==> config.mk <==
export PLATFORM = sky130hd
export DESIGN_NAME = lis_ctrl
export DESIGN_NICKNAME = d
export VERILOG_FILES = /design/src/hw/rtl/lis_pkg.sv /design/src/hw/rtl/lis_ctrl.sv
export SDC_FILE = /design/constraint.sdc
export NUM_CORES = 1
export LEC_CHECK = 0
export ABC_AREA = 1
export ABC_CLOCK_PERIOD_IN_PS = 1400
export BUFFER_PORTS_ARGS = -buffer_cell sky130_fd_sc_hd__buf_2
export CORE_AREA = 2 2 39 41
export CTS_CLUSTER_SIZE = 20
export DETAILED_ROUTE_END_ITERATION = 8
export DIE_AREA = 0 0 41 43
export PLACE_DENSITY = 0.39
export SETUP_SLACK_MARGIN = 0.05
export SKIP_CTS_REPAIR_TIMING = 1
export SYNTH_ARGS = -nofsm -noshare
export SYNTH_HDL_FRONTEND = slang
export SYNTH_SLANG_ARGS = --single-unit
==> constraint.sdc <==
create_clock -name clk -period 1.4 [get_ports clk]
set_input_delay 0.14 -clock clk [delete_from_list [all_inputs] [get_ports clk]]
set_output_delay 0.14 -clock clk [all_outputs]
set_load 0.03 [all_outputs]
==> src/hw/rtl/lis_pkg.sv <==
`timescale 1ns / 1ps
// ----------------------------------------------------------------------------
// lis_pkg
// shared constants and controller/datapath interface types
// ----------------------------------------------------------------------------
package lis_pkg;

  localparam int DEPTH_DEF  = 1024;
  localparam int VALUE_W    = 32;
  localparam int IN_TDATA_W = 32;

  // commands from controller to datapath
  typedef struct packed {
    logic start;   // capture input transfer, set up search bounds
    logic search;  // one binary-search probe step
    logic update;  // write tails, update length, load output register
  } lis_cmd_t;

  // status from datapath to controller
  typedef struct packed {
    logic search_done;
  } lis_stat_t;

endpackage

==> src/hw/rtl/lis_ctrl.sv <==
`timescale 1ns / 1ps
// ----------------------------------------------------------------------------
// lis_ctrl
// sequencer: accept, binary search, update, and output register handshake
// ----------------------------------------------------------------------------
module lis_ctrl
  import lis_pkg::*;
(
  input  logic      clk,
  input  logic      rst_n,
  input  logic      in_tvalid,
  output logic      in_tready,
  output logic      out_tvalid,
  input  logic      out_tready,
  output lis_cmd_t  cmd,
  input  lis_stat_t stat
);

  typedef enum logic [1:0] {
    S_IDLE,
    S_SEARCH,
    S_UPDATE
  } state_t;

  state_t state_r, state_nxt;
  logic   out_valid_r, out_valid_nxt;
  logic   slot_free;

  // output register can take a new result
  assign slot_free = !out_valid_r || out_tready;

  // command decode
  always_comb begin
    cmd        = '0;
    cmd.start  = (state_r == S_IDLE) && in_tvalid;
    cmd.search = (state_r == S_SEARCH);
    cmd.update = (state_r == S_UPDATE) && slot_free;
  end

  // next state
  always_comb begin
    state_nxt     = state_r;
    out_valid_nxt = out_valid_r;
    if (out_tready) begin
      out_valid_nxt = 1'b0;
    end
    case (state_r)
      S_IDLE: begin
        if (in_tvalid) begin
          state_nxt = S_SEARCH;
        end
      end
      S_SEARCH: begin
        if (stat.search_done) begin
          state_nxt = S_UPDATE;
        end
      end
      S_UPDATE: begin
        if (slot_free) begin
          out_valid_nxt = 1'b1;
          state_nxt     = S_IDLE;
        end
      end
      default: begin
        state_nxt = S_IDLE;
      end
    endcase
  end

  // state and registered outputs
  always_ff @(posedge clk) begin
    if (!rst_n) begin
      state_r     <= S_IDLE;
      out_valid_r <= 1'b0;
    end else begin
      state_r     <= state_nxt;
      out_valid_r <= out_valid_nxt;
    end
  end

  assign in_tready  = (state_r == S_IDLE);
  assign out_tvalid = out_valid_r;

endmodule

== After elaboration in Yosys (flattened, before gate mapping) ==
Cells that the tools add are included.
Storage, ports and cells
  register bits: 3
  output and inout port bits: 5
  word-level logic and storage cells: 20
Cells by class
  equal/unequal tests: 5
  muxes and demuxes: 7
  reduce and logical (&&, ||, !) cells: 6
Operators by type and width (count)
  2-to-1 mux 2 bit: 3
  one-hot mux 2 bit (3 select lines): 1
  != test 2 bit, second input constant: 2
  2-to-1 mux 1 bit: 3
  AND reduction 3 bit: 1
  == test 2 x 1 -> 1 bit, second input constant: 1
  == test 2 bit, second input constant: 1
  logical AND 1 bit: 2
  logical NOT 2 bit: 1
  != test 2 x 1 -> 1 bit, second input constant: 1
  logical NOT 1 bit: 1
  logical OR 1 bit: 1

== Longest topological paths before layout ==
  depth after elaboration: 4
  depth in mapped cells: 4
  gate-level depth less buffers: 4

== Least setup slack after synthesis ==
OpenSTA, ideal clock, no wires.
  path kind: flip-flop to output port
  start: register state_r[0]
  end: output cmd[2] (netlist bit)
  arrival time: 1182 ps
  required time: 1260 ps
  slack: 78 ps
  stages on the path, launching flop included: 4
  path buffers: 0
  path through: dfxtp_1 -> nor2_1 -> nand2_1 -> inv_1
RTL lines
  from (decl): RTL line lis_ctrl.sv:25  | state_t state_r, state_nxt;
  from (signal assigned): RTL line lis_ctrl.sv:76  | state_r <= state_nxt;
  to (decl): RTL line lis_ctrl.sv:15  | output lis_cmd_t cmd,

==> results_dict.tcl <==
set metrics [dict create \
    gr-usage-all-layers_pct 5.02 \
    cp_slowest_stage_delay_ns 0.36 \
    root_buffer "clkbuf_4" \
    hold_ws_ns 0.130 \
    synth.distinct_cells 11 \
    ir_drop_mv 0.223 \
    powerDensity_nw_per_um2 1230 \
    min_period_over_period_pct 85.1 \
    grt_max_degree 6 \
    worstMarginPinSlew_ns 0.193 \
    core_sq_um 1380 \
    portBuffers 9 \
    slew_viol_final 0 \
    syn_area_sq_um 145 \
    crit_required_ns 1.26 \
    clk_latency_ns 0.23 \
    path_max_fanout 3 \
    yosys_warnings 0 \
    grt_antenna_before_repair 0 \
    path_buf_inv 2 \
    die_w_microns 41 \
    min_from "rst_n" \
    drive_above_1_share_pct 47.1 \
    layout_common_cells "8 x buf_2, 5 x inv_1, 3 x nand2_1, 3 x clkbuf_4, 3 x dfxtp_1" \
    first_pass_iters 4 \
    status "finished clean" \
    slew_headroom_pct 87.1 \
    ios 10 \
    h-tree-depth 1 \
    grt_pass1_wl_microns 545 \
    hold_viol_final 0 \
    synth-seq-cells 3 \
    r2r_start "state_r[1]$_SDFFE_PN0P_" \
    yosysTopAreaCellShare_pct 41.4 \
    nNetsFinal 40 \
    setup_violations 0 \
    startpoint_type "flop" \
    clock-sinks 3 \
    viasPerCell 3.24 \
    final_common_cell "buf_2" \
    die_h_microns 43 \
    crit_chain "inv_1, nor3_1, buf_4" \
    crit_slowest_cell "dfxtp_1" \
    clk_path_buf_depth 2 \
    antenna_cells 0 \
    clk_pin_slew_ns 0.04 \
    yosysTopAreaCell "dfxtp_1" \
    p_leak_nw 0.121 \
    gp_congestion 0.582 \
    dieArea_sq_um 1760 \
    synthToLayoutAreaGrowth_pct 64.7 \
    hp-class "input port to flop" \
    drc 0 \
    drt-total-wl_microns 318 \
    postRouteAntennaNets 0 \
    drtIter0Drc 2 \
    routedWlPerCell_microns 6.36 \
    ys_seq_area_share_pct 41.4 \
    dp_hpwl_microns 283 \
    finalCriticalPeriod_ns 1.19 \
    rows 14 \
    path_class "flop to output port" \
    avgSynthCellArea_sq_um 6.91 \
    overflow 0 \
    tns_ns 0 \
    max_cap_viol_count 0 \
    first_global_vias 155 \
    vias 162 \
    synth_fp_nets 26 \
    initial_utilization_pct 10.5 \
    syn-instance-count 21 \
    cpLargestDelayFamily "flip-flops" \
    fin_skew_ns 0.00230 \
    synth_area_leaders "dfxtp_1 41%, inv_1 13%, nor2_2 8.6%" \
    numCtsBuffers 3 \
    cts_tree "built" \
    startpoint "state_r[1]$_SDFFE_PN0P_" \
    fmax_ghz 0.839 \
    crit_path_end_kind "output port" \
    cp.arrival_ns 1.05 \
    rsz0062_at_grt "false" \
]
[registers in the layout, indices dropped and copies added (netlist names)]
name and flops:
state_r 2, out_tvalid 1
[per-layer routing]
metal | global-route usage (%) | routed length, microns | up-vias
li1 | - | - | 87
met1 | 4.49 | 100 | 71
met2 | 7.50 | 182 | 4
met3 | 3.14 | 35 | 0
met4 | 4.00 | 0 | 0
met5 | 0 | 0 | -
[area by class of cell]
cell class                 instances  area (sq um)
multi-input combinational         12          62.6
clock buffer                       4          26.3
timing repair buffer               9          47.5
tap                               16          20.0
sequential                         3          60.1
fill                             173          1140
inverter                           6          22.5
[worst reg2reg max path: stages, from the launching register on]
cell and delay [ns]:
dfxtp_1 0.36, inv_1 0.09, nor2_2 0.10, nand2_1 0.05, a21oi_1 0.11
[cell usage after synthesis]
| library cell | n |
|---|---|
| a21oi_1 | 1 |
| a21oi_2 | 1 |
| dfxtp_1 | 3 |
| inv_1 | 5 |
| inv_2 | 1 |
| nand2_1 | 3 |
| nand3_1 | 1 |
| nor2_1 | 2 |
| nor2_2 | 2 |
| nor3_1 | 1 |
| o21a_1 | 1 |
[kinds of logic after synthesis]
kind of cell / after synthesis / share of synthesized area, %
simple gates: 9 / 28.4
compound gates: 3 / 14.7
buf+inv: 6 / 15.5
flops: 3 / 41.4
[path summary, 6_finish.rpt]
path / endpoint / slack (ns) / depth (start not counted)
max: cmd[0] / 0.21 / 3
min: out_tvalid$_SDFF_PN0_ / 0.13 / 2
max reg2reg: state_r[1]$_SDFFE_PN0P_ / 0.62 / 4
min reg2reg: state_r[1]$_SDFFE_PN0P_ / 0.55 / 4
[through the flow]
stage | power [W] | instances | utilization [%] | setup WS (ns) | instance area, sq um
floorplan | 0.000130 | 21 | - | 0.0778 | 145
global placement | 0.000147 | 46 | 15.2 | 0.423 | 210
detailed placement | 0.000147 | 46 | 15.2 | 0.421 | 210
CTS | 0.000304 | 50 | 17.1 | 0.170 | 236
global route | 0.000317 | 50 | 17.3 | 0.0593 | 239
finish | 0.000294 | 50 | 17.3 | 0.209 | 239
[power by group]
part           internal [W]  leakage [nW]  switching [W]
registers         0.0000899        0.0245     0.00000450
clock network      0.000107        0.0150      0.0000428
logic             0.0000170        0.0814      0.0000336
Power figures use the tool's default switching activity.
